## config.mk

```make
export PLATFORM = sky130hd
export DESIGN_NAME = date_difference_days_core
export DESIGN_NICKNAME = d
export VERILOG_FILES = /design/src/rtl/core/ddd_pkg.sv /design/src/rtl/core/date_difference_days_core.sv
export SDC_FILE = /design/constraint.sdc
export NUM_CORES = 2
export LEC_CHECK = 0
export BUFFER_PORTS_ARGS = -buffer_cell sky130_fd_sc_hd__buf_2
export CAP_MARGIN = 25
export CORE_MARGIN = 2
export CORE_UTILIZATION = 45
export DETAILED_ROUTE_END_ITERATION = 10
export SYNTH_ARGS = -nofsm -noshare
export SYNTH_HDL_FRONTEND = slang
export SYNTH_SLANG_ARGS = --single-unit
```

## constraint.sdc

```tcl
create_clock -name i_clk -period 12.6 [get_ports i_clk]
set_clock_uncertainty 0.15 [all_clocks]
set_input_delay 0.63 -clock i_clk [delete_from_list [all_inputs] [get_ports i_clk]]
set_output_delay 0.63 -clock i_clk [all_outputs]
set_load 0.02 [all_outputs]
```

## src/rtl/core/ddd_pkg.sv

```systemverilog
// ----------------------------------------------------------------------------
// ddd_pkg
// Constants and helper functions shared by the date difference core.
// ----------------------------------------------------------------------------
package ddd_pkg;

    localparam int DAY_W   = 5;
    localparam int MON_W   = 4;
    localparam int OUT_W   = 22;
    localparam int DBM_W   = 9;
    localparam int MP_W    = 10;

    localparam logic [OUT_W-1:0] OUT_MAX = {OUT_W{1'b1}};

    // Division by 100 as a reciprocal multiply: floor(x * 83887 / 2^23) is
    // exact for every x below 2^16.
    localparam int RECIP_W  = 17;
    localparam int RECIP_SH = 23;
    localparam logic [RECIP_W-1:0] RECIP_100 = 17'd83887;

    localparam int DAYS_COMMON = 365;
    localparam int CENTURY     = 100;
    localparam logic [MON_W-1:0] MONTH_MARCH = 4'd3;

    // Days in the months before the given month of a common year. Month
    // codes above twelve keep adding 31 days per step.
    function automatic logic [DBM_W-1:0] days_before_month(input logic [MON_W-1:0] m);
        logic [DBM_W-1:0] d;
        unique case (m)
            4'd0:    d = 9'd0;
            4'd1:    d = 9'd0;
            4'd2:    d = 9'd31;
            4'd3:    d = 9'd59;
            4'd4:    d = 9'd90;
            4'd5:    d = 9'd120;
            4'd6:    d = 9'd151;
            4'd7:    d = 9'd181;
            4'd8:    d = 9'd212;
            4'd9:    d = 9'd243;
            4'd10:   d = 9'd273;
            4'd11:   d = 9'd304;
            4'd12:   d = 9'd334;
            4'd13:   d = 9'd365;
            4'd14:   d = 9'd396;
            4'd15:   d = 9'd427;
            default: d = 9'd0;
        endcase
        return d;
    endfunction

endpackage

```

## src/rtl/core/date_difference_days_core.sv

```systemverilog
// ----------------------------------------------------------------------------
// date_difference_days_core
// Absolute distance in days between two proleptic Gregorian dates.
// ----------------------------------------------------------------------------
// Usage:
//   The input channel (i_valid / o_stall) carries one pair of dates per
//   transaction. The output channel (o_valid / i_stall) returns one
//   transaction with o_days_apart for every input transaction, in order.
//   Each date becomes a day number: 365 days per earlier year, the earlier
//   leap years, the earlier months and the day. Years above MAX_YEAR are
//   clamped, and a distance beyond the output range saturates.
//   The block is a five-stage pipeline (clamp and month lookup, reciprocal
//   multiply for the century count, year and month sums, day numbers,
//   difference and saturation) and accepts one transaction every cycle
//   while o_stall is low.
//   When i_stall holds a result, the stages behind it keep filling until
//   they are all occupied; only then is o_stall raised. Nothing is lost or
//   repeated while stalled.
//   Reset (synchronous, active low) empties every stage; the block can take
//   a transaction in the first cycle after reset is released.
// ----------------------------------------------------------------------------
module date_difference_days_core #(
    parameter int MAX_YEAR = 9999
) (
    input  logic                          i_clk,
    input  logic                          i_rst_n,
    input  logic                          i_valid,
    output logic                          o_stall,
    input  logic [ddd_pkg::DAY_W-1:0]     i_first_day,
    input  logic [ddd_pkg::MON_W-1:0]     i_first_month,
    input  logic [$clog2(MAX_YEAR+1)-1:0] i_first_year,
    input  logic [ddd_pkg::DAY_W-1:0]     i_second_day,
    input  logic [ddd_pkg::MON_W-1:0]     i_second_month,
    input  logic [$clog2(MAX_YEAR+1)-1:0] i_second_year,
    output logic                          o_valid,
    input  logic                          i_stall,
    output logic [ddd_pkg::OUT_W-1:0]     o_days_apart
);

    localparam int YW     = $clog2(MAX_YEAR + 1);
    localparam int QW     = $clog2(MAX_YEAR / 100 + 1);
    localparam int PW     = YW + ddd_pkg::RECIP_W;
    localparam int DN_MAX = MAX_YEAR * 366 + 427 + 1 + 31;
    localparam int DN_W   = $clog2(DN_MAX + 1);
    localparam int CW     = (DN_W > ddd_pkg::OUT_W) ? DN_W : ddd_pkg::OUT_W;
    localparam int NS     = 5;

    // Pipeline control
    logic [NS-1:0] r_vld;
    logic [NS-1:0] rdy;

    always_comb begin
        rdy[NS-1] = !r_vld[NS-1] || !i_stall;
        for (int k = NS - 2; k >= 0; k--) begin
            rdy[k] = !r_vld[k] || rdy[k+1];
        end
    end

    assign o_stall = !rdy[0];
    assign o_valid = r_vld[NS-1];

    always_ff @(posedge i_clk) begin
        if (!i_rst_n) begin
            r_vld <= '0;
        end else begin
            if (rdy[0]) begin
                r_vld[0] <= i_valid;
            end
            for (int k = 1; k < NS; k++) begin
                if (rdy[k]) begin
                    r_vld[k] <= r_vld[k-1];
                end
            end
        end
    end

    // Stage 1: clamp the year, take the count of earlier years, look up months.
    logic [YW-1:0]                 in_year [2];
    logic [ddd_pkg::MON_W-1:0]     in_month [2];
    logic [ddd_pkg::DAY_W-1:0]     in_day [2];
    logic [YW-1:0]                 n_ysat [2];
    logic [YW-1:0]                 n_prior [2];
    logic [ddd_pkg::DBM_W-1:0]     n_dbm [2];

    logic [YW-1:0]                 r1_ysat [2];
    logic [YW-1:0]                 r1_prior [2];
    logic [ddd_pkg::DBM_W-1:0]     r1_dbm [2];
    logic                          r1_late [2];
    logic [ddd_pkg::DAY_W-1:0]     r1_day [2];

    assign in_year[0]  = i_first_year;
    assign in_year[1]  = i_second_year;
    assign in_month[0] = i_first_month;
    assign in_month[1] = i_second_month;
    assign in_day[0]   = i_first_day;
    assign in_day[1]   = i_second_day;

    always_comb begin
        for (int i = 0; i < 2; i++) begin
            n_ysat[i]  = (in_year[i] > YW'(MAX_YEAR)) ? YW'(MAX_YEAR) : in_year[i];
            n_prior[i] = (n_ysat[i] == '0) ? '0 : n_ysat[i] - YW'(1);
            n_dbm[i]   = ddd_pkg::days_before_month(in_month[i]);
        end
    end

    always_ff @(posedge i_clk) begin
        if (rdy[0]) begin
            for (int i = 0; i < 2; i++) begin
                r1_ysat[i]  <= n_ysat[i];
                r1_prior[i] <= n_prior[i];
                r1_dbm[i]   <= n_dbm[i];
                r1_late[i]  <= in_month[i] >= ddd_pkg::MONTH_MARCH;
                r1_day[i]   <= in_day[i];
            end
        end
    end

    // Stage 2: divide the year and the earlier-year count by 100.
    logic [PW-1:0]                 prod_p [2];
    logic [PW-1:0]                 prod_y [2];

    logic [YW-1:0]                 r2_ysat [2];
    logic [YW-1:0]                 r2_prior [2];
    logic [QW-1:0]                 r2_qp [2];
    logic [QW-1:0]                 r2_qy [2];
    logic [ddd_pkg::DBM_W-1:0]     r2_dbm [2];
    logic                          r2_late [2];
    logic [ddd_pkg::DAY_W-1:0]     r2_day [2];

    always_comb begin
        for (int i = 0; i < 2; i++) begin
            prod_p[i] = PW'(r1_prior[i]) * PW'(ddd_pkg::RECIP_100);
            prod_y[i] = PW'(r1_ysat[i]) * PW'(ddd_pkg::RECIP_100);
        end
    end

    always_ff @(posedge i_clk) begin
        if (rdy[1]) begin
            for (int i = 0; i < 2; i++) begin
                r2_ysat[i]  <= r1_ysat[i];
                r2_prior[i] <= r1_prior[i];
                r2_qp[i]    <= prod_p[i][ddd_pkg::RECIP_SH +: QW];
                r2_qy[i]    <= prod_y[i][ddd_pkg::RECIP_SH +: QW];
                r2_dbm[i]   <= r1_dbm[i];
                r2_late[i]  <= r1_late[i];
                r2_day[i]   <= r1_day[i];
            end
        end
    end

    // Stage 3: days of the earlier years, and days within the year.
    // Dividing the century quotient by four gives the count of 400-year spans.
    logic                          cent [2];
    logic                          leap [2];
    logic [DN_W-1:0]               n_ypart [2];
    logic [ddd_pkg::MP_W-1:0]      n_mpart [2];

    logic [DN_W-1:0]               r3_ypart [2];
    logic [ddd_pkg::MP_W-1:0]      r3_mpart [2];

    always_comb begin
        for (int i = 0; i < 2; i++) begin
            cent[i]    = r2_ysat[i] == YW'(int'(r2_qy[i]) * ddd_pkg::CENTURY);
            leap[i]    = ((r2_ysat[i][1:0] == 2'b00) && !cent[i])
                      || (cent[i] && (r2_qy[i][1:0] == 2'b00));
            n_ypart[i] = DN_W'(r2_prior[i]) * DN_W'(ddd_pkg::DAYS_COMMON)
                       + DN_W'(r2_prior[i] >> 2)
                       - DN_W'(r2_qp[i])
                       + DN_W'(r2_qp[i] >> 2);
            n_mpart[i] = ddd_pkg::MP_W'(r2_dbm[i])
                       + ddd_pkg::MP_W'(r2_late[i] && leap[i])
                       + ddd_pkg::MP_W'(r2_day[i]);
        end
    end

    always_ff @(posedge i_clk) begin
        if (rdy[2]) begin
            for (int i = 0; i < 2; i++) begin
                r3_ypart[i] <= n_ypart[i];
                r3_mpart[i] <= n_mpart[i];
            end
        end
    end

    // Stage 4: day numbers.
    logic [DN_W-1:0]               r4_dn [2];

    always_ff @(posedge i_clk) begin
        if (rdy[3]) begin
            for (int i = 0; i < 2; i++) begin
                r4_dn[i] <= r3_ypart[i] + DN_W'(r3_mpart[i]);
            end
        end
    end

    // Stage 5: absolute difference, saturated to the output range.
    logic [CW-1:0]                 n_diff;
    logic [ddd_pkg::OUT_W-1:0]     n_days_apart;
    logic [ddd_pkg::OUT_W-1:0]     r_days_apart;

    always_comb begin
        if (r4_dn[0] >= r4_dn[1]) begin
            n_diff = CW'(r4_dn[0] - r4_dn[1]);
        end else begin
            n_diff = CW'(r4_dn[1] - r4_dn[0]);
        end
        if (n_diff > CW'(ddd_pkg::OUT_MAX)) begin
            n_days_apart = ddd_pkg::OUT_MAX;
        end else begin
            n_days_apart = ddd_pkg::OUT_W'(n_diff);
        end
    end

    always_ff @(posedge i_clk) begin
        if (rdy[NS-1]) begin
            r_days_apart <= n_days_apart;
        end
    end

    assign o_days_apart = r_days_apart;

`ifndef SYNTHESIS
    // The input side is held off only when every stage holds a transaction.
    a_stall_only_when_full: assert property (@(posedge i_clk) disable iff (!i_rst_n)
        o_stall |-> ((&r_vld) && i_stall))
        else $error("input stalled while the pipeline has a free stage");

    // A transaction in the middle stage moves on when the next stage is empty.
    a_mid_advances: assert property (@(posedge i_clk) disable iff (!i_rst_n)
        (r_vld[2] && !r_vld[3]) |=> r_vld[3])
        else $error("transaction did not advance into an empty stage");

    // A delivered result leaves the output empty if nothing was behind it.
    a_out_drains: assert property (@(posedge i_clk) disable iff (!i_rst_n)
        (o_valid && !i_stall && !r_vld[NS-2]) |=> !o_valid)
        else $error("output transaction repeated after delivery");
`endif

endmodule
```

* Yosys cells after proc, flatten, opt, wreduce, memory -nomap -nowiden
Memory sizes are Yosys's and may differ from the RTL's. Cells that the tools add are included.
Cells by class: add/subtract/negate cells 16, multipliers 8, divide/modulo/power cells 0, $lt $le $gt $ge 6, equal/unequal tests 2, shift operators 0, mux-type cells 13, bitwise operators 0, reduce and logical (&&, ||, !) cells 28
Operators with widths (count):
- $mul 14x17->30 const B | 4
- $mux 14 | 4
- $add 22x10->22 | 2
- $add 22x12->22 | 2
- $add 22x5->22 | 2
- $mul 14x9->22 const B | 2
- $sub 22x22->22 | 2
- $sub 22x7->22 | 2
- $eq 14x14->1 | 2
- $gt 14x14->1 const B | 2
- $logic_not 14->1 | 2
- $sub 14x1->14 const B | 2
- $mul 7x5->12 const B | 2
- $ge 22x22->1 | 1
- $gt 22x22->1 const B | 1
- $mux 22 | 1
- $add 10x5->10 | 2
- $add 9x1->10 | 2
- $logic_not 1->1 | 9
- $ge 4x2->1 const B | 2
- $logic_not 2->1 | 4
- $mux 1 | 8
- $logic_or 1x1->1 | 7
- $logic_and 1x1->1 | 6
Storage, ports and cells: bits in registers 27, bits in latches 0, memory bits (writable) 308, memory bits (read-only) 288, output and inout port bits 24, memories 17
Memories:
- (no name shown) | words 16, width 9, read ports 1, clocked after Yosys merged registers in 0, write ports 0, line ddd_pkg.sv:29 | unique case (m)
- (no name shown) | words 16, width 9, read ports 1, clocked after Yosys merged registers in 0, write ports 0, line ddd_pkg.sv:29
- r3_ypart | words 2, width 22, read ports 2, clocked after Yosys merged registers in 0, write ports 2, line date_difference_days_core.sv:158 | logic [DN_W-1:0] r3_ypart [2];
- r4_dn | words 2, width 22, read ports 2, clocked after Yosys merged registers in 0, write ports 2, line date_difference_days_core.sv:186 | logic [DN_W-1:0] r4_dn [2];
- r1_prior | words 2, width 14, read ports 2, clocked after Yosys merged registers in 0, write ports 2, line date_difference_days_core.sv:86 | logic [YW-1:0] r1_prior [2];
- r1_ysat | words 2, width 14, read ports 2, clocked after Yosys merged registers in 0, write ports 2, line date_difference_days_core.sv:85 | logic [YW-1:0] r1_ysat [2];
- +11 memories

* Depth between registers and ports, before layout
An unclocked memory read counts as a cell.
depth after elaboration 9, gate-level depth with buffers 22, gate-level depth less buffers 22

* Least setup slack after synthesis
No wires, ideal clock.
path type register to register, from memory r1_ysat[0][12] in the netlist's numbering, to memory r2_qy[0][6] in the netlist's numbering, data pin, data arrival time 5587 ps, setup slack 6604 ps, stages on the path, launching flop included 21, cell sequence edfxtp_1 fa_1 inv_1 fa_1 inv_1 fa_1 fa_1 inv_1 fa_1 inv_1 fa_1 ha_1 a21o_1 a21oi_1 o21ai_0 a2111oi_2 nor4_1 a31o_2 o41ai_4 nor2_1 a211o_1
RTL lines:
- start: declaration | line date_difference_days_core.sv:85
- end: declaration | line date_difference_days_core.sv:125 | logic [QW-1:0] r2_qy [2];

==> flow_summary.json <==
{
  "critPathLaunch": "r1_ysat[0][12]$_DFFE_PN_",
  "drv_slew": 0,
  "worstPathMaxFanout": 8,
  "finalCriticalPeriod_ns": 6.44,
  "setup_viol": 0,
  "fin_nets": 5099,
  "syn-num-nets": 5008,
  "post_cts_buffers": 0,
  "wirelength_mm": 80.6,
  "synthArstFlopShare": 0,
  "rsz0062_at_grt": "no",
  "ys.flop_type": "edfxtp_1",
  "crit_end": "r2_qy[0][6]$_DFFE_PP_",
  "final_hold_viol_count": 0,
  "path_cells": "fa_1 -> inv_1 -> fa_1 -> inv_1 -> fa_1 -> fa_1 -> inv_1 -> fa_1 -> inv_1 -> fa_1 -> ha_1 -> a21o_1 -> a21oi_1 -> o21ai_0 -> a2111oi_2 -> nor4_1 -> a31o_2 -> o41ai_4 -> nor2_1 -> a211o_1",
  "fin_crit_sh": 0.511,
  "clockBufferDepth": 3,
  "root_buffer": "clkbuf_16",
  "fmax_mhz": 155,
  "finalSetupTns_ns": 0,
  "grt_overflow": 0,
  "portBuffers": 73,
  "synth-edff-count": 330,
  "dr_total_vias": 24500,
  "routedWlPerCell_um": 16.2,
  "ant_nets": 0,
  "ys_seq_elements": 335,
  "hpwl_mm": 68.6,
  "grt_pass1_wl_mm": 136,
  "yosysTopAreaCell": "fa_1",
  "critPathMostFrequentCell": "fa_1",
  "reg2reg_to": "r2_qy[0][6]$_DFFE_PP_",
  "max-slew-margin-rel": 0.377,
  "yosys.area.top_type_share": 0.245,
  "multi_input_area_um2": 26700,
  "drive_above_1_share": 0.0506,
  "nFillCells": 8124,
  "rr_startpoint": "r1_ysat[0][12]$_DFFE_PN_",
  "drtIter0Drc": 1054,
  "row_count": 109,
  "dr.pass1.iters": 7,
  "status": "complete, no violations",
  "core_um2": 88800,
  "grt_pass1_vias": 25900,
  "max-cap-violations": 0,
  "htree_num_levels": 2,
  "drc": 0,
  "cts_made_buffers": 41,
  "cts_sinks": 335,
  "yosys-top-cells-area": "fa_1 25%, edfxtp_1 24%, ha_1 24%",
  "grt_max_degree": 70,
  "gp_congestion": 0.893,
  "dieHeight_um": 304,
  "yosysSeqAreaShare": 0.247,
  "rr_worst_depth": 20,
  "worst-setup-path-type": "flop to flop",
  "dieWidth_um": 304,
  "io_pins": 74,
  "vias_per_cell": 4.91,
  "antenna_found_initial": 5,
  "cts_hold_buf": 0,
  "critPathArrivalTime_ns": 6.60,
  "area_growth_pct": 7.46,
  "start_kind": "flop",
  "synth_cell_type_count": 81,
  "slowest_stage": "fa_1",
  "tightest_slew_ns": 0.934,
  "initial_core_util": 0.456,
  "syn-cell-area_um2": 40400,
  "clkLatencyLatePin_ns": 0.57,
  "cts_tree": "built",
  "netlist_instances": 3690,
  "cts_resized": 0,
  "die-area_um2": 92300,
  "critPathRequiredTime_ns": 12.77,
  "regArea_um2": 10000,
  "max_stage_delay_ns": 0.64,
  "grt_use_total": 0.182,
  "worst_setup_path_end_kind": "flop",
  "hold_path_class": "input pin to flop",
  "avgSynthCellArea_um2": 11.0,
  "rrSetupSlack_ns": 6.16,
  "yosysWarnings": 0,
  "path_clk_slew_ns": 0.06
}
## cells in the mapped netlist (29+ instances only)
master	number
a21o_1	62
a21oi_1	129
edfxtp_1	330
fa_1	496
ha_1	772
inv_1	971
nand2_1	90
nand3_1	31
nor2_1	136
nor2b_1	29
nor3_1	37
o21ai_0	57
xnor2_1	135
xor2_1	55
## cell type report
class / instances / share of cell area
Clock buffer: 45 / 0.0244
Multi-Input combinational cell: 2354 / 0.613
Clock inverter: 29 / 0.00521
Tap cell: 1165 / 0.0335
Timing Repair Buffer: 78 / 0.00927
Antenna cell: 2 / 0.000115
Inverter: 971 / 0.0839
Sequential cell: 335 / 0.230
## per-stage QoR
step / instance area [um2] / util / setup slack [ns] / hold slack [ns] / cells
floorplan: 40400 / - / 6.60 / 0.250 / 3690
detailed placement: 42200 / 0.475 / 6.16 / 0.255 / 4903
finish: 43500 / 0.490 / 6.16 / 0.0899 / 4979
global route: 43500 / 0.490 / 5.78 / 0.0644 / 4979
global placement: 42200 / 0.475 / 6.28 / 0.250 / 4903
CTS: 43500 / 0.490 / 6.14 / 0.0539 / 4977
## layout by cell type (no fill, tap or decap), drive strengths merged, types with 29 or more instances in the layout
cell,instances
nor3,37
nor2,137
xor2,55
fa,496
a21oi,130
o21ai,61
nor2b,29
a21o,63
ha,772
edfxtp,330
xnor2,135
buf,78
clkbuf,45
nand2,91
nand3,32
inv,972
## logic make-up after synthesis
family,synth area share
buffers and inverters,0.0940
and+or+nand+nor,0.0553
xor gates and xnor gates,0.0411
adders and majority gates,0.484
muxes,0.00764
DFF,0.247
AOI/OAI and AO/OA,0.0702
## how the worst min path moves through the flow
stage                             endpoint  cells after the start              startpoint
finish              r1_day[0][1]$_DFFE_PN_                      1          i_first_day[1]
global placement    r2_dbm[0][0]$_DFFE_PP_                      0  r1_dbm[0][0]$_DFFE_PN_
CTS                 r1_day[0][1]$_DFFE_PN_                      1          i_first_day[1]
detailed placement  r2_dbm[0][0]$_DFFE_PP_                      0  r1_dbm[0][0]$_DFFE_PN_
floorplan           r2_day[0][0]$_DFFE_PP_                      0  r1_day[0][0]$_DFFE_PN_
global route        r1_day[0][1]$_DFFE_PN_                      1          i_first_day[1]
## state kept, by name (all words and copies together), names as in the netlist
register / cells
r2_qp: 14
r2_qy: 14
r1_late: 2
r2_day: 10
r2_late: 2
r1_dbm: 18
r1_prior: 28
r_vld: 5
r2_ysat: 28
r4_dn: 44
r1_ysat: 28
o_days_apart: 22
r3_ypart: 44
r2_prior: 28
r2_dbm: 18
r1_day: 10
r3_mpart: 20
## worst max-delay path, delay by kind of cell, from the launching register on
kind | cells | cell delay (ns)
simple gates | 2 | 0.24
compound gates | 7 | 1.67
fa+ha+maj | 7 | 3.34
flops | 1 | 0.56
buf+inv | 4 | 0.26
## layer usage
| metal | track usage | vias up | part of all wire |
|---|---|---|---|
| li1 | - | 12200 | - |
| met5 | 0 | - | 0.00043 |
| met2 | 0.303 | 295 | 0.47 |
| met1 | 0.257 | 11900 | 0.48 |
| met4 | 0.0314 | 6 | 0.014 |
| met3 | 0.0251 | 68 | 0.035 |
Power is left out: the tool's default activity adds up to more than one toggle a clock period on the data nets, which glitch-free logic cannot reach.
